### config.mk
export PLATFORM = sky130hd
export DESIGN_NAME = brap_front
export DESIGN_NICKNAME = d
export VERILOG_FILES = /design/src/brap_pkg.sv /design/src/brap_front.sv
export SDC_FILE = /design/constraint.sdc
export NUM_CORES = 1
export LEC_CHECK = 0
export BUFFER_PORTS_ARGS = -buffer_cell sky130_fd_sc_hd__buf_2
export CAP_MARGIN = 20
export CORE_AREA = 2 2 211 213
export CTS_CLUSTER_DIAMETER = 200
export DETAILED_ROUTE_END_ITERATION = 12
export DIE_AREA = 0 0 213 215
export GPL_TIMING_DRIVEN = 0
export PLACE_DENSITY = 0.45
export SLEW_MARGIN = 10
export SYNTH_ARGS = -nofsm -noshare
export SYNTH_HDL_FRONTEND = slang
export SYNTH_SLANG_ARGS = --single-unit
### constraint.sdc
create_clock -name clock -period 2.95 [get_ports clock]
set_input_delay 0 -clock clock [delete_from_list [all_inputs] [get_ports clock]]
set_output_delay 0 -clock clock [all_outputs]
set_load 0.005 [all_outputs]
### src/brap_pkg.sv
// Package of the Brownian active particle step unit: item types, fixed-point
// constants, the CORDIC arctangent table and the saturation helper.
// Depends on nothing; every other file of the block uses it.
`timescale 1ns / 1ps
package brap_pkg;

   localparam int CORDIC_STAGES_DEF = 16;
   localparam int QUEUE_DEPTH_DEF   = 4;
   localparam int CORDIC_MAX        = 32;

   // Angle reduction: the angle magnitude stays below 2*pi * 2^REDUCE_STEPS.
   localparam int REDUCE_STEPS = 13;
   localparam int ZW = 48;   // angle after the product, Q.30
   localparam int AW = 36;   // reduced angle and CORDIC residual, Q.30
   localparam int XW = 49;   // CORDIC vector with guard bits
   localparam int DW = 50;   // displacement, Q16.16

   localparam logic [ZW-1:0]        FX_TWO_PI  = 48'd6746518852;
   localparam logic signed [AW-1:0] FX_TWO_PI_S = 36'sd6746518852;
   localparam logic signed [AW-1:0] FX_PI      = 36'sd3373259426;
   localparam logic signed [AW-1:0] FX_HALF_PI = 36'sd1686629713;
   localparam logic signed [31:0]   FX_KINV    = 32'sd652032874;

   localparam int IN_TDATA_W  = 264;
   localparam int OUT_TDATA_W = 192;
   localparam int CSR_INDEX_W = 8;

   typedef enum logic [CSR_INDEX_W-1:0] {
      CSR_DRIFT_GAIN = 8'd0,
      CSR_TRANS_GAIN = 8'd1,
      CSR_ROT_GAIN   = 8'd2,
      CSR_INV_DT     = 8'd3
   } csr_index_type;

   typedef struct packed {
      logic [31:0] drift_gain;
      logic [31:0] trans_noise_gain;
      logic [31:0] rot_noise_gain;
      logic [31:0] inv_dt;
   } brap_cfg_type;

   // One classified particle: the draws are already centered around zero.
   typedef struct packed {
      logic signed [31:0] pos_x;
      logic signed [31:0] pos_y;
      logic signed [31:0] force_x;
      logic signed [31:0] force_y;
      logic signed [31:0] dip_x;
      logic signed [31:0] dip_y;
      logic signed [23:0] c_x;
      logic signed [23:0] c_y;
      logic signed [23:0] c_a;
      logic               upd;
   } brap_item_type;

   // Fields that ride along the back pipeline untouched by the rotation.
   typedef struct packed {
      logic signed [31:0] pos_x;
      logic signed [31:0] pos_y;
      logic signed [31:0] vel_x;
      logic signed [31:0] vel_y;
      logic signed [31:0] dip_x;
      logic signed [31:0] dip_y;
      logic               upd;
   } brap_carry_type;

   function automatic logic signed [31:0] sat32(input logic signed [63:0] v);
      logic signed [31:0] r;
      if (v > 64'sd2147483647) r = 32'sh7FFFFFFF;
      else if (v < -64'sd2147483648) r = 32'sh80000000;
      else r = v[31:0];
      return r;
   endfunction

   // atan(2^-i) in Q.30, rounded.
   function automatic logic signed [AW-1:0] atan_q30(input int unsigned i);
      logic signed [AW-1:0] a;
      case (i)
         0: a = 36'sd843314857;
         1: a = 36'sd497837829;
         2: a = 36'sd263043837;
         3: a = 36'sd133525159;
         4: a = 36'sd67021687;
         5: a = 36'sd33543516;
         6: a = 36'sd16775851;
         7: a = 36'sd8388437;
         8: a = 36'sd4194283;
         9: a = 36'sd2097149;
         default: a = (i < 31) ? (36'sd1 <<< (30 - i)) : 36'sd0;
      endcase
      return a;
   endfunction

endpackage

### src/brap_front.sv
// Front stage: takes particles off the input stream, centers the random draws
// and hands classified items to the queue. Depends on brap_pkg.
`timescale 1ns / 1ps
module brap_front (
   input  logic                           clock,
   input  logic                           reset,
   input  logic                           req_tvalid,
   output logic                           req_tready,
   input  logic [brap_pkg::IN_TDATA_W-1:0] req_tdata,
   input  logic                           req_tuser,
   output logic                           push_valid,
   input  logic                           push_ready,
   output brap_pkg::brap_item_type        push_item
);
   import brap_pkg::*;

   logic          valid_ff, valid_in;
   brap_item_type item_ff, item_in;

   assign req_tready = !valid_ff || push_ready;
   assign push_valid = valid_ff;
   assign push_item  = item_ff;

   always_comb begin
      item_in.pos_x   = req_tdata[31:0];
      item_in.pos_y   = req_tdata[63:32];
      item_in.force_x = req_tdata[95:64];
      item_in.force_y = req_tdata[127:96];
      item_in.dip_x   = req_tdata[159:128];
      item_in.dip_y   = req_tdata[191:160];
      // rand - 2^23 fits a signed 24-bit value: flip the top bit.
      item_in.c_x     = {~req_tdata[215], req_tdata[214:192]};
      item_in.c_y     = {~req_tdata[239], req_tdata[238:216]};
      item_in.c_a     = {~req_tdata[263], req_tdata[262:240]};
      item_in.upd     = req_tuser;
      valid_in        = req_tready ? req_tvalid : valid_ff;
   end

   always_ff @(posedge clock) begin
      if (reset) begin
         valid_ff <= 1'b0;
      end else begin
         valid_ff <= valid_in;
      end
   end

   always_ff @(posedge clock) begin
      if (req_tvalid && req_tready) begin
         item_ff <= item_in;
      end
   end
endmodule

Word level (Yosys, flattened, before mapping)

Cells that the tools add are included.

Register bits: 266
Output and inout port bits: 267
Word-level logic and storage cells: 17

Bitwise logic cells: 3
Reduce and logical (&&, ||, !) cells: 3

Operators by type and width:

| operator          | count |
|---|---|
| $not 1->1         | 3 |
| $logic_and 1x1->1 | 1 |
| $logic_not 1->1   | 1 |
| $logic_or 1x1->1  | 1 |

Logic depth before layout (Yosys ltp)

Depth in word-level cells: 3
Mapped depth: 2
Gate-level depth less buffers: 2

Worst setup path before layout

OpenSTA, ideal clock, no wires.

Path kind: register -> register
From: register valid_ff (netlist: push_valid)
To: register item_ff (netlist bit push_item[0]) (enable)
Setup time: 0.445 ns
Arrival: 2.276 ns
Data required time: 2.505 ns
Path slack: 0.229 ns
Stages on the path, launching flop included: 3
Path through: dfxtp_1 -> nand2b_4 -> and2_4

Longest elaborated chain between the ends: 3

RTL lines:

| what                   | RTL line         | source |
|---|---|---|
| start, declared        | brap_front.sv:17 | `logic valid_ff, valid_in;` |
| start signal, assigned | brap_front.sv:43 | `valid_ff <= valid_in;` |
| $logic_not 1->1        | brap_front.sv:20 | `assign req_tready = !valid_ff \|\| push_ready;` |
| $logic_or 1x1->1       | brap_front.sv:20 |  |
| net req_tready         | brap_front.sv:8  | `output logic req_tready,` |
| $logic_and 1x1->1      | brap_front.sv:48 | `if (req_tvalid && req_tready) begin` |
| end signal, assigned   | brap_front.sv:49 | `item_ff <= item_in;` |
| end, declared          | brap_front.sv:18 | `brap_item_type item_ff, item_in;` |

The timed path passes the listed nets, and every way through them passes these cells.
A chain may end at the register's enable or synchronous reset.

Worst setup path in the final report

From: register valid_ff (netlist: push_valid)
To: register item_ff (netlist bit push_item[49]) (enable)

Longest elaborated chain between the ends: 3

RTL lines:

| what              | RTL line |
|---|---|
| $logic_not 1->1   | brap_front.sv:20 |
| $logic_or 1x1->1  | brap_front.sv:20 |
| $logic_and 1x1->1 | brap_front.sv:48 |

Every way passes these cells.

==> metrics.md <==
| Metric | Value |
|---|---|
| Status | `finished, final reports clean` |
| Maximum clock path buffer count | `3` |
| Hold WS | `0.116 ns` |
| Syn_nets | `542` |
| Die area | `0.0458 sq mm` |
| YS warnings | `0` |
| Dpl ws | `about 0.86 ns` |
| Number of buffers created by CTS | `31` |
| Netlist cell types | `6` |
| Non-filler cells in the finished layout | `about 1,700` |
| Fill cell count | `roughly 4,200` |
| Area occupied by multi-input gates | `31.3 sq um` |
| Final Util | `34.8%` |
| Max incr delay on CP | `0.61 ns` |
| Area of the core | `0.0436 sq mm` |
| Final hold vios | `0` |
| Crit path cell chain | `nand2b_4 > and2_4 > buf_16 > buf_16` |
| WHS Path Cells | `2` |
| Internal power of the cells | `around 7.0 mW` |
| Largest net degree at the start of global routing | `66` |
| Switching Share | `roughly 22%` |
| Max-slew violations | `0` |
| Cells after Synth | `273` |
| Final setup margin | `a little under 0.9 ns` |
| Reg2Reg Setup Slack | `0.87 ns` |
| Worst-Skew Late Latency | `0.58 ns` |
| Area Overhead vs Synth | `89.5%` |
| Maximum vdd drop | `just under 0.5 mV` |
| CTS H-Tree Depth | `1` |
| Total number of vias | `6,047` |
| Reg2reg start | `push_valid` |
| Crit. End Element | `flip-flop` |
| First-pass GRT wire length | `38.3 mm` |
| Commonest non-fill, non-tap cells in the layout | `buf_2, dlygate4sd3_1, edfxtp_1` |
| WP data arrival | `2.31 ns` |
| Initial antenna violation count | `5` |
| Worst Hold Path EP | `push_item[66]` |
| Critical path's slowest cell | `and2_4` |
| # rows | `77` |
| Min-delay src | `req_tvalid` |
| Share of cells above drive strength 1 | `52.0%` |
| Iteration-0 DRC Markers | `242` |
| Most common cell after layout, fill and taps aside | `buf_2` |
| Clk sinks | `around 270` |
| Worst min-delay path class | `input port to flip-flop` |
| RD Place Congestion | `0.784` |
| PD cells | `592 mW/mm^2` |
| Leak | `~6.4 nW` |
| Vias in the first global route | `approximately 6,800` |
| IO Port Bufs | `535` |
| Die Ht | `~220 um` |
| Cells after DPL | `between 1,000 and 1,500` |
| Vias per cell | `3.49` |
| Power share of the sequential group | `around half` |
| Detail Route Antenna Nets | `0` |
| Root Driver | `clkbuf_16` |
| Synthesized area | `0.00802 sq mm` |
| Maximum Capacitance Violations | `0` |
| I/O pins | `536` |
| Finished Cell Area | `0.0152 sq mm` |
| Seq. cell area | `between 0.007 and 0.008 sq mm` |
| WP data required | `3.18 ns` |
| Achievable Freq | `481 MHz` |
| Initial Util | `18.4%` |
| Setup repair bufs after CTS | `0` |
| GRT Util Overall | `11.0%` |
| Setup crit start | `push_valid` |
| Post-layout nets | `1,381` |
| Reg clk slew, reported paths | `0.06 ns` |
| CTS tree | `done` |
| Critical path's top delay family | `simple AND/OR/NAND/NOR gates` |
| Clock share of power | `between 40% and 50%` |
| DP Wirelength | `between 15 and 20 mm` |
| Dpl cell area | `0.0116 sq mm` |
| Syn Area/Cell | `between 20 and 30 sq um` |
| Post-Route WL | `26.4 mm` |
| Pre-antenna DRT Iters | `4` |
| Final setup fails | `0` |
| Clk_skew | `roughly 0.027 ns` |
| Worst Tran Pin Value | `0.695 ns` |
| # DRC | `0` |
| Critical Path Fanout Max | `55` |
| RSZ-0062 raised after global routing | `no` |
| Crit-path most repeated cell | `buf_16` |
| Min cycle time layout | `2.08 ns` |
| Seq cells post-synth | `266` |
| Startpoint types | `flip-flop` |
| P_sw | `1.97 mW` |
| Total power | `9.01 mW` |
| Grt total ovfl | `0` |
| Reg-to-Reg End | `push_item[49]` |
| Buf+Inv Stages, Crit Path | `2` |
| Sequential-to-total area share from yosys stat | `99.4%` |
| Slew HR | `53.7%` |
| Drt wl/cell | `15.3 um` |
| Crit path kind | `flip-flop to flip-flop` |
| Final worst path period share | `a little over two thirds` |
| Comb power frac | `9.4%` |
| Final TNS setup | `0 ns` |
| R2R depth | `4` |
| Die X | `213 um` |
power by group through the flow:
| stage | clock (mW) | combinational, mW | sequential [mW] |
|---|---|---|---|
| floorplan | 0 | 0.0691 | 4.60 |
| global placement | 0 | 0.540 | 4.57 |
| detailed placement | 0 | 0.571 | 4.56 |
| CTS | 3.86 | 0.858 | 4.48 |
| global route | 3.96 | 0.920 | 4.50 |
| finish | 3.68 | 0.848 | 4.48 |
cell families (layout without fill, tap and decap cells):
kind of cell	count (synthesis)	count (layout)	synth area share [%]
and+or+nand+nor	2	2	0.281
AOI/OAI and AO/OA	1	1	0.109
DFF	266	266	99.4
buffers and inverters	4	866	0.187
other	0	4	0
timing repair:
| item | 4_1_cts | 5_1_grt |
|---|---|---|
| hold buffers | 267 | 0 |
| setup endpoints to repair | 0 | 0 |
| hold endpoints to repair | 266 | 0 |
| resized for setup | 0 | 0 |
synth_stat cells (all sizes together):
cell type  instances  share of area [%]
edfxtp           265                 99
a21oi              1               0.11
dfxtp              1               0.25
nand2b             1               0.17
and2               1               0.11
inv                4               0.19
flip-flops by register name, indices dropped and copies added, names as in the netlist:
signal / count
push_valid: 1
push_item: 265
how the worst max path moves through the flow:
stage                          end  slack (ns)  depth (start not counted)
finish               push_item[49]        0.87                          4
floorplan             push_item[0]        0.23                          2
CTS                 push_item[146]        0.83                          4
global placement    push_item[146]       -0.62                          2
global route        push_item[148]        0.74                          4
detailed placement  push_item[146]        0.86                          4
area by class of cell:
class / count / share of cell area, %
Multi-Input combinational cell: 3 / 0.206
Clock buffer: 35 / 5.20
Clock inverter: 21 / 1.17
Antenna cell: 4 / 0.0658
Sequential cell: 266 / 52.5
Timing Repair Buffer: 806 / 35.9
Tap cell: 592 / 4.87
Inverter: 4 / 0.0988
routing by layer:
| metal | vias to the layer above | global-route usage (%) | wire length, um |
|---|---|---|---|
| li1 | 2804 | - | - |
| met1 | 2885 | 11.5 | 9420 |
| met2 | 305 | 19.8 | 13500 |
| met3 | 51 | 4.00 | 2460 |
| met4 | 2 | 4.34 | 1040 |
| met5 | - | 0 | 13 |
No activity file was read; power rests on OpenSTA's default activity.
