<file path="src/brap_pkg.sv">
// Package of the Brownian active particle step unit: item types, fixed-point
// constants, the CORDIC arctangent table and the saturation helper.
// Depends on nothing; every other file of the block uses it.
`timescale 1ns / 1ps
package brap_pkg;

   localparam int CORDIC_STAGES_DEF = 16;
   localparam int QUEUE_DEPTH_DEF   = 4;
   localparam int CORDIC_MAX        = 32;

   // Angle reduction: the angle magnitude stays below 2*pi * 2^REDUCE_STEPS.
   localparam int REDUCE_STEPS = 13;
   localparam int ZW = 48;   // angle after the product, Q.30
   localparam int AW = 36;   // reduced angle and CORDIC residual, Q.30
   localparam int XW = 49;   // CORDIC vector with guard bits
   localparam int DW = 50;   // displacement, Q16.16

   localparam logic [ZW-1:0]        FX_TWO_PI  = 48'd6746518852;
   localparam logic signed [AW-1:0] FX_TWO_PI_S = 36'sd6746518852;
   localparam logic signed [AW-1:0] FX_PI      = 36'sd3373259426;
   localparam logic signed [AW-1:0] FX_HALF_PI = 36'sd1686629713;
   localparam logic signed [31:0]   FX_KINV    = 32'sd652032874;

   localparam int IN_TDATA_W  = 264;
   localparam int OUT_TDATA_W = 192;
   localparam int CSR_INDEX_W = 8;

   typedef enum logic [CSR_INDEX_W-1:0] {
      CSR_DRIFT_GAIN = 8'd0,
      CSR_TRANS_GAIN = 8'd1,
      CSR_ROT_GAIN   = 8'd2,
      CSR_INV_DT     = 8'd3
   } csr_index_type;

   typedef struct packed {
      logic [31:0] drift_gain;
      logic [31:0] trans_noise_gain;
      logic [31:0] rot_noise_gain;
      logic [31:0] inv_dt;
   } brap_cfg_type;

   // One classified particle: the draws are already centered around zero.
   typedef struct packed {
      logic signed [31:0] pos_x;
      logic signed [31:0] pos_y;
      logic signed [31:0] force_x;
      logic signed [31:0] force_y;
      logic signed [31:0] dip_x;
      logic signed [31:0] dip_y;
      logic signed [23:0] c_x;
      logic signed [23:0] c_y;
      logic signed [23:0] c_a;
      logic               upd;
   } brap_item_type;

   // Fields that ride along the back pipeline untouched by the rotation.
   typedef struct packed {
      logic signed [31:0] pos_x;
      logic signed [31:0] pos_y;
      logic signed [31:0] vel_x;
      logic signed [31:0] vel_y;
      logic signed [31:0] dip_x;
      logic signed [31:0] dip_y;
      logic               upd;
   } brap_carry_type;

   function automatic logic signed [31:0] sat32(input logic signed [63:0] v);
      logic signed [31:0] r;
      if (v > 64'sd2147483647) r = 32'sh7FFFFFFF;
      else if (v < -64'sd2147483648) r = 32'sh80000000;
      else r = v[31:0];
      return r;
   endfunction

   // atan(2^-i) in Q.30, rounded.
   function automatic logic signed [AW-1:0] atan_q30(input int unsigned i);
      logic signed [AW-1:0] a;
      case (i)
         0: a = 36'sd843314857;
         1: a = 36'sd497837829;
         2: a = 36'sd263043837;
         3: a = 36'sd133525159;
         4: a = 36'sd67021687;
         5: a = 36'sd33543516;
         6: a = 36'sd16775851;
         7: a = 36'sd8388437;
         8: a = 36'sd4194283;
         9: a = 36'sd2097149;
         default: a = (i < 31) ? (36'sd1 <<< (30 - i)) : 36'sd0;
      endcase
      return a;
   endfunction

endpackage

</file>
<file path="src/brap_queue.sv">
// Short queue between the front and the back pipeline, so each side can stall
// on its own. Depends on brap_pkg for the item type.
`timescale 1ns / 1ps
module brap_queue #(
   parameter int DEPTH = brap_pkg::QUEUE_DEPTH_DEF
) (
   input  logic                    clock,
   input  logic                    reset,
   input  logic                    push_valid,
   output logic                    push_ready,
   input  brap_pkg::brap_item_type push_item,
   output logic                    pop_valid,
   input  logic                    pop_ready,
   output brap_pkg::brap_item_type pop_item
);
   import brap_pkg::*;

   localparam int PW = (DEPTH > 1) ? $clog2(DEPTH) : 1;
   localparam int CW = $clog2(DEPTH + 1);

   brap_item_type mem_ff [0:DEPTH-1];
   logic [PW-1:0] wr_ff, wr_in, rd_ff, rd_in;
   logic [CW-1:0] count_ff, count_in;
   logic          do_push, do_pop;

   assign push_ready = (count_ff != CW'(DEPTH));
   assign pop_valid  = (count_ff != '0);
   assign pop_item   = mem_ff[rd_ff];
   assign do_push    = push_valid && push_ready;
   assign do_pop     = pop_valid && pop_ready;

   always_comb begin
      wr_in    = wr_ff;
      rd_in    = rd_ff;
      count_in = count_ff;
      if (do_push) wr_in = (wr_ff == PW'(DEPTH - 1)) ? '0 : wr_ff + 1'b1;
      if (do_pop)  rd_in = (rd_ff == PW'(DEPTH - 1)) ? '0 : rd_ff + 1'b1;
      if (do_push && !do_pop) count_in = count_ff + 1'b1;
      else if (do_pop && !do_push) count_in = count_ff - 1'b1;
   end

   always_ff @(posedge clock) begin
      if (reset) begin
         wr_ff    <= '0;
         rd_ff    <= '0;
         count_ff <= '0;
      end else begin
         wr_ff    <= wr_in;
         rd_ff    <= rd_in;
         count_ff <= count_in;
      end
   end

   always_ff @(posedge clock) begin
      if (do_push) begin
         mem_ff[wr_ff] <= push_item;
      end
   end
endmodule

</file>
<file path="config.mk">
export PLATFORM = sky130hd
export DESIGN_NAME = brap_queue
export DESIGN_NICKNAME = d
export VERILOG_FILES = /design/src/brap_pkg.sv /design/src/brap_queue.sv
export SDC_FILE = /design/constraint.sdc
export NUM_CORES = 1
export LEC_CHECK = 0
export ABC_AREA = 1
export BUFFER_PORTS_ARGS = -buffer_cell sky130_fd_sc_hd__buf_2
export CELL_PAD_IN_SITES_DETAIL_PLACEMENT = 1
export CELL_PAD_IN_SITES_GLOBAL_PLACEMENT = 2
export CORE_ASPECT_RATIO = 1.25
export CORE_MARGIN = 2
export CORE_UTILIZATION = 44
export DETAILED_ROUTE_END_ITERATION = 8
export PLACE_DENSITY_LB_ADDON = 0.1
export RECOVER_POWER = 50
export SETUP_SLACK_MARGIN = 0.5
export SYNTH_ARGS = -nofsm -noshare
export SYNTH_HDL_FRONTEND = slang
export SYNTH_SLANG_ARGS = --single-unit
</file>
<file path="constraint.sdc">
create_clock -name clock -period 40 [get_ports clock]
set_input_delay 4 -clock clock [delete_from_list [all_inputs] [get_ports clock]]
set_output_delay 4 -clock clock [all_outputs]
set_load 0.03 [all_outputs]
</file>
# == Yosys cells after proc, flatten, opt, wreduce, memory -nomap -nowiden ==
# Memories as Yosys holds them, arrays and structs flattened. A register that Yosys moved wholly into a read port is not among the register bits.
# Index checks and enable logic that the tools add are counted.
# classes
shifts,0
n_div,0
multipliers,0
eq_ne,3
add_sub_neg,4
bitwise,0
muxes,8
reduce_logical,8
order_cmp,0
# op_table
cell,count
$mux W2,4
$mux W3,2
$add A2 B1 Y2 const B,2
$eq A2 B2 Y1 const B,2
$logic_and A1 B1 Y1,4
$add A3 B1 Y3 const B,1
$ne A3 B3 Y1 const B,1
$reduce_bool A3 Y1,1
$sub A3 B1 Y3 const B,1
$logic_not A1 Y1,2
$mux W1,2
$reduce_bool A2 Y1,1
# word_totals
word_cells,27
ram_bits,1060
romBits,0
output_inout_bits,267
latchBits,0
memories,1
reg_bits,7
in_bits,269
# mem_list
name,words,word_bits,rd,rd_clocked_by_memory_dff,write_ports,line_no,source
mem_ff,4,265,1,1,1,brap_queue.sv:21,brap_item_type mem_ff [0:DEPTH-1];

# == Depth between registers and ports, before layout ==
# Gate-level depths: netlist of run 1.
# logic_depth
ltp_word,6
mapped_depth,13
ltp_nobuf,13

# == Worst setup path before layout of run 1 ==
# OpenSTA, ideal clock, no wires.
# synth_path
path_type,input to register
startpoint,input port push_valid
endpoint,"memory mem_ff[0][0] in the netlist's numbering, enable pin"
required_time_ps,39103
setup_slack_ps,23960
n_path_buf,0
cell_stages,2
t_arrival_ps,15143
path_cell_list,nand2_1 -> nor2_1
# synth_between
elab_chain_cells,3
# synth_lines
item,line_no,source
"start, declared",brap_queue.sv:9,"input logic push_valid,"
$logic_and A1 B1 Y1,brap_queue.sv:29,assign do_push = push_valid && push_ready;
$mux W1,brap_queue.sv:55,if (do_push) begin
$mux W1 (not written as such),brap_queue.sv:56,mem_ff[wr_ff] <= push_item;
"end, declared",brap_queue.sv:21,
# No other way between the ends.

==> results of run 1 <==
## per-layer routing
metal  vias up  track usage  routed length, µm
met5         -            0                237
met4        38       0.0773               3340
met3       184       0.0700               8030
met2       628        0.395              54500
met1     12400        0.275              42000
li1      11000            -                  -
## worst register-to-register path, delay by kind of cell (launching register included)
| family | cells | cell delay (ns) |
|---|---|---|
| buf+inv | 2 | 3.67 |
| simple gates | 4 | 0.62 |
| flops | 1 | 0.38 |
## flip-flops by register name (all words and copies together) (netlist names), named ones only
| name | cells |
|---|---|
| mem_ff | 1060 |
| count_ff | 3 |
| rd_ff | 2 |
| wr_ff | 2 |
## logic make-up after synthesis
kind of cell / count (synthesis) / synth area share
adders and majority gates: 7 / 0.00240
xor gates and xnor gates: 1 / 0.000221
buffers and inverters: 191 / 0.0249
AOI/OAI and AO/OA: 798 / 0.109
and+or+nand+nor: 565 / 0.0539
DFF: 1069 / 0.809
## per-stage QoR
step | hold slack, ns | setup slack [ns] | cell area (µm²) | cells | util
floorplan | 0.483 | 23.96 | 39600 | 2631 | -
detailed placement | 0.537 | 31.58 | 43100 | 4194 | 0.485
global route | 0.578 | 30.55 | 46000 | 4405 | 0.518
global placement | 0.508 | 31.75 | 43100 | 4194 | 0.485
finish | 0.545 | 30.98 | 46100 | 4410 | 0.518
CTS | 0.550 | 30.85 | 46400 | 4391 | 0.522
## power by group
| group | leakage (nW) | internal [mW] | switching (mW) | total (mW) |
|---|---|---|---|---|
| clock | 1.62 | 0.534 | 0.411 | 0.945 |
| sequential | 9.79 | 1.37 | 0.0372 | 1.41 |
| combinational | 3.82 | 0.259 | 0.882 | 1.14 |
| total | 15.2 | 2.16 | 1.33 | 3.49 |
## area by class of cell
class,instances,area (µm²)
fill,8837,42800
sequential,1069,32000
multi-input combinational,1371,6570
clock buffer,133,2840
timing repair buffer,560,2570
tap,1178,1470
clock inverter,64,457
inverter,16,81.3
antenna,19,47.5
## cells in the final DEF (no fill, tap or decap), drive strengths merged
cell / instances
buf: 291
nand4: 1
o22ai: 265
nand3b: 2
clkbuf: 402
nand3: 1
clkinvlp: 5
fa: 1
nand2: 14
xor2: 1
dfxtp: 9
edfxtp: 1060
o21ai: 531
ha: 6
inv: 21
clkinv: 49
a21oi: 2
diode: 19
nor2: 547
bufinv: 5
## worst paths after layout
kind         cells past startpoint        endpoint
max                              6   pop_item[123]
max reg2reg                      6  mem_ff[2][106]
min                              2     count_ff[1]
min reg2reg                      2     count_ff[1]
==> run summary, run 1 <==
For this run, the number of Yosys warnings is 0. Once detailed placement completed, the half-perimeter wirelength came to 63300 µm. At the worst endpoint, the required time is 36.00 ns. The run finished, with violations left.

Counting instances in the post-synthesis netlist gives the leading cell types as 1060 x edfxtp_1, 547 x nor2_1, 450 x o21ai_0, 265 x o22ai_1, 92 x clkbuf_1. Clock latency on the worst-skew pair, taken at its later pin, is 0.66 ns. On the critical path, the stage with the largest delay is an instance of buf_4.

Counting every net in the synthesized netlist gives 2907. Library cell with the highest instance count after synthesis: edfxtp_1. Setup repair after global routing left no endpoint under its margin. The critical path goes through buf_4, buf_4, buf_4, o21ai_0, o22ai_1, buf_2. The total DRC errors in the routed layout came out at 0. The net count of the finished layout is 3401.

The critical path in this run is classified as reg -> out. TritonCTS built the clock tree. The die is 272 µm wide.

The number of detailed-route iterations in the first pass was 5; the count of cell types in the netlist was 20. The number of antenna violations at the first check in global routing is 40, and the sequential area share after synthesis is 0.809. Adding up every negative setup slack in the final design gives 0 ns. Yosys attributes the largest share of cell area to edfxtp_1 80%, o21ai_0 5.7%, nor2_1 5.2%, o22ai_1 4.2%, o21ai_1 1.0%. The initial standard-cell utilization of the core came out at 0.445.

For the pin with the worst max-slew slack, the measured transition is 4.43 ns. Setup violations remaining at the end of the flow were counted as 0. The fraction of post-synthesis cell area in the top cell type by area is 0.805. Clock tree synthesis inserted a total of 107 buffers.

The worst-case clock buffer depth is 3. The worst hold path begins at count_ff[1]. The mean routed wirelength per cell was 24.5 µm. The number of I/O port buffers came out at 535.

The average cell area after synthesis works out to 15.0 µm². For the standby leakage power, the log shows 15.2 nW. Vertical extent of the die: 339 µm. The cell area that synthesis handed to floorplanning was 39600 µm². The largest single stage delay on the critical path is 0.96 ns. The count of nets left with antenna violations once routing finished came out at 0.

The die covers 92300 µm². The run gives 0.230 as the aggregate global-route resource usage. Type of destination of the critical path: an output port. The first routing iteration left 1392 violations. For the fmax, the log shows 111 MHz.

The path class of the lowest-slack min-delay path is reg -> reg. The library cell used as clock root buffer was clkbuf_16. The post-synthesis sequential element count was 1069; the pin count of the biggest net entering global routing was 241. The first global-routing pass estimated 161000 µm of wire. By instance count, the cell type seen most on the critical path is buf_4. The core region is 88800 µm². The register-to-register path setup slack came out at 34.74 ns. After layout, the design draws a total of 3.49 mW. For the largest vdd supply drop, the log shows 0.0000514 V. Among all flip-flop cells after synthesis, the most frequent one is edfxtp_1.

The count of hold-fix buffers inserted at cts is 0. The cell family with the largest share of critical-path delay is buffers and inverters. The startpoint of the worst-slack reg-to-reg timing path was count_ff[1]. Number of top-level pins: 536. The largest total area in the synthesized netlist belongs to edfxtp_1.

The tools report the tightest slew margin relative to the limit as -1.95. The post-synthesis to final-layout area growth was 16.4%. The sort of element at the start of the critical path is a flop. After global routing the overflow that remains totals 0.

The number of placement rows was 122. Between clock sinks in the finished design, the worst skew comes to 0.0185 ns. Number of hold-slack violations in the final timing report: 0. Across all layers, the routed design uses 24200 vias. The number of gates resized after CTS was 0. The worst path buffer plus inverter count is 4, and the fraction of synthesis flops using an asynchronous set or reset pin is 0. The worst path needs 9.02 ns of the cycle, external delays included. The fraction of the cycle the final worst path needs was 0.226; the number of maximum-capacitance violations was 4. In this run the post-CTS setup repair buffer count came out at 0.

The CTS sink count is 1069. Synthesis produced 2631 cells. For the worst setup path, the data arrival time is 5.02 ns. The final wirelength was 108000 µm; the clock edge transition at the registers on the reported setup and hold paths was 0.06 ns.

The H-tree was split into 3 levels. Using the TritonRoute via totals, the vias-per-cell ratio works out to 5.49. Routability-driven placement finished with a final weighted congestion of 0.797. In this run the worst path has a maximum fanout of 107. For the number of global-route vias before repair, the log shows 25500. Number of max-slew violations in the final report: 156. The checks that failed: max-capacitance violations, max-slew violations. The share of layout cells above drive strength 1 came out at 0.139. Number of enable flip-flop cells after synthesis: 1060. For this design the ratio of total power to cell area is 75.8 nW/µm².
No activity file was read; power rests on OpenSTA's default activity.
==> inputs of run 2 (changes only) <==
- ABC_AREA: 1 -> 0
- CORE_UTILIZATION: 44 -> 41
- clock period: 40 -> 8.1 ns (I/O delays scaled with it)
==> run summary, run 2 <==
The run finished, with violations left. The checks that failed: max-capacitance violations, max-slew violations. The final layout contains routed wiring with a total length of 86000 µm. The tools report the number of hold-slack violations in the final timing report as 0. Ranked by instance count, the synthesized netlist is headed by 1060 x edfxtp_1, 265 x mux4_2, 29 x buf_6, 25 x buf_2, 9 x dfxtp_1. The aggregate global-route resource usage came out at 0.178. The run gives 106 as the number of buffers inserted during clock tree synthesis.

The netlist uses 27 different library cells. The share of layout cells above drive strength 1 is 0.335. The count of hold-fix buffers inserted at cts was 0; the initial standard-cell utilization of the core was 0.412. Each instance of the synthesized netlist takes up on average 27.1 µm².

The logs give 0.66 ns for the clock latency reported for the late side of the worst-skew pair and 0 for the number of resized instances in the post-cts repair step. For the final routed database, the setup TNS stands at 0 ns. The run gives 4.42 ns as the worst slack after detailed placement. Row generation in the floorplan step produced 126 rows.

The number of instances in the placed design is 3141. Path class of the lowest-slack min-delay path: in -> reg. Utilization after layout: 0.486. The largest vdd supply drop was 0.000234 V; the number of max-slew violations in the final report was 327. Clock skew on the completed layout was measured at 0.0216 ns. Die outline area: 97000 µm². Yosys printed 0 warnings. After clock tree synthesis, the clock-pin slew on the worst setup and hold paths is 0.06 ns.

The tightest slew margin relative to the limit is -1.77. The worst setup path is captured at a flop. The sequential area share after synthesis is 0.826.

For the net count after synthesis, the log shows 1708. The register with the most flip-flops in the final layout is mem_ff. Across the run, the number of max-cap violations was 4. In the final layout, the registers with the most flip-flops are mem_ff x1060, count_ff x3. The sort of element at the start of the critical path is a flop.

The fraction of the cycle the final worst path needs was 0.660. The number of antenna violations at the first check in global routing came out at 32. Post-CTS timing repair inserted 0 buffers for setup. The die is 279 µm wide. The multi-input combinational cells in the finished layout cover a total of 6240 µm². Setup repair after global routing left no endpoint under its margin. The minimum hold slack is 0.386 ns, and the routability congestion estimate from global placement is 0.714. The die is 348 µm tall. The cell family with the largest share of critical-path delay is buffers and inverters.

Once layout is complete, the cells apart from fillers number 3349. Summed over all layers, the global routing overflow is 0. The required time of the worst setup path was 8.26 ns; the worst path buffer plus inverter count was 1. The HPWL reported at the end of detailed placement is 51800 µm, and the number of flip-flops under the largest register name is 1060. The design draws 15.2 mW. The critical path in this run is classified as reg -> reg. The tree is rooted in a clkbuf_16.

For the layout net count, the log shows 2309. The most common cell in the synthesized netlist is edfxtp_1. Counting every instance in the synthesized netlist gives 1432. Using the TritonRoute via totals, the vias-per-cell ratio works out to 5.19. The first routing iteration left 1033 violations. The number of top-level pins was 536.

The tools report the post-route antenna net violation count as 0. The register area is 32000 µm². The total DRC errors in the routed layout is 0. The pin count of the biggest net entering global routing was 135. The post-layout worst setup margin is 2.76 ns, and the post-layout minimum cycle time is 5.34 ns.

Fmax: 187 MHz. The data arrival at the endpoint of the critical path was 5.51 ns. The number of global-route vias before repair came out at 18800. The clock drives 1069 sinks. The largest fanout on the critical path works out to 131. Before antenna repair, the detailed router went through 4 iterations. The power per standard cell area is 331 nW/µm². Sorting the synthesized cells by area gives the leading types as edfxtp_1 82%, mux4_2 15%, buf_6 0.84%, dfxtp_1 0.46%, buf_2 0.32%. After synthesis the netlist holds a flip-flop and latch count of 1069. The fraction of post-synthesis cell area in the top cell type by area is 0.821, and the total setup violations reported at the end of the flow is 0. The via count of the routed design was 17400; the number of enable flip-flop cells after synthesis was 1060.

Standby leakage power: 14.5 nW. Cell type contributing the most total cell area after synthesis: edfxtp_1. Leading register cell type out of synthesis: edfxtp_1.

The first-pass GRT wire length is 127000 µm, and the fraction of synthesis flops using an asynchronous set or reset pin is 0. The longest clock path from root to sink contains 3 buffers. The signal on the critical path passes through or3b_1, and3_1, clkbuf_2.

The library cells used most frequently in the layout, excluding fill and tap cells, are 1060 x edfxtp_1, 282 x clkbuf_1, 270 x buf_2. Post-route cell area: 45700 µm². TritonCTS built the clock tree. During placement, the flow inserted port buffers numbering 535. Measured slew at the worst slew-check pin: 4.15 ns. The area growth from synthesis to layout is 18.0%.

The layout has 8460 filler cells. The mean routed wirelength per cell came out at 25.7 µm. Summing every instance area after synthesis gives 38800 µm². The placed instances occupy a cell area of 42700 µm². The H-tree generated during clock tree synthesis spans 3 levels. For this run, the slowest stage of the critical path takes 2.96 ns. The core region is 94100 µm². The library cell used most frequently in the layout, excluding fill and tap cells, is edfxtp_1. The largest individual stage delay along the critical path comes from the cell clkbuf_2.
run 2: changes by cell type in the layout (fill, tap and decap cells not counted), moves of 4 or more:
cell and change:
and3_1 +4, buf_4 -6, bufinv_16 +4, clkbuf_1 -9, diode_2 -7, inv_1 -11, inv_6 -4, mux4_2 +265
nand2_1 -13, nor2_1 -543, o21ai_0 -449, o21ai_1 -81, o22ai_1 -265
run 2: final timing paths:
check	start	endpoint	slack (ns)	depth (start not counted)
setup / recovery	count_ff[0]	mem_ff[0][164]	2.76	3
hold / removal	push_item[147]	mem_ff[3][147]	0.39	1
setup reg to reg	count_ff[0]	mem_ff[0][164]	2.76	3
hold reg to reg	rd_ff[0]	flop	0.51	2
run 2: routing by layer:
layer / part of all wire / GRT usage / vias to the layer above
met5: 0.0027 / 0 / -
met4: 0.023 / 0.0555 / 36
met3: 0.096 / 0.0783 / 139
met2: 0.50 / 0.288 / 515
met1: 0.38 / 0.214 / 9207
li1: - / - / 7468
run 2: final cells by class:
class | instances | share of cell area
multi-input combinational | 299 | 0.137
clock inverter | 71 | 0.0134
clock buffer | 125 | 0.0605
inverter | 3 | 0.000246
sequential | 1069 | 0.700
antenna | 12 | 0.000657
tap | 1216 | 0.0333
timing repair buffer | 554 | 0.0554
run 2: power by group:
group / internal [mW] / switching (mW) / leakage (nW)
registers: 6.73 / 0.163 / 9.79
logic: 1.18 / 2.35 / 3.02
clock network: 2.73 / 2.01 / 1.64
total: 10.6 / 4.52 / 14.5
run 2: cells by family (layout without fill, tap and decap cells):
group,after synthesis,count (layout),synth area share
XOR/XNOR,2,2,0.000452
adder cells (fa/ha/maj),7,7,0.00245
other,0,12,0
AO/OA/AOI/OAI,5,5,0.000904
flip-flops,1069,1069,0.826
multiplexers,268,268,0.155
AND/OR/NAND/NOR,17,17,0.00274
buffers and inverters,64,753,0.0128
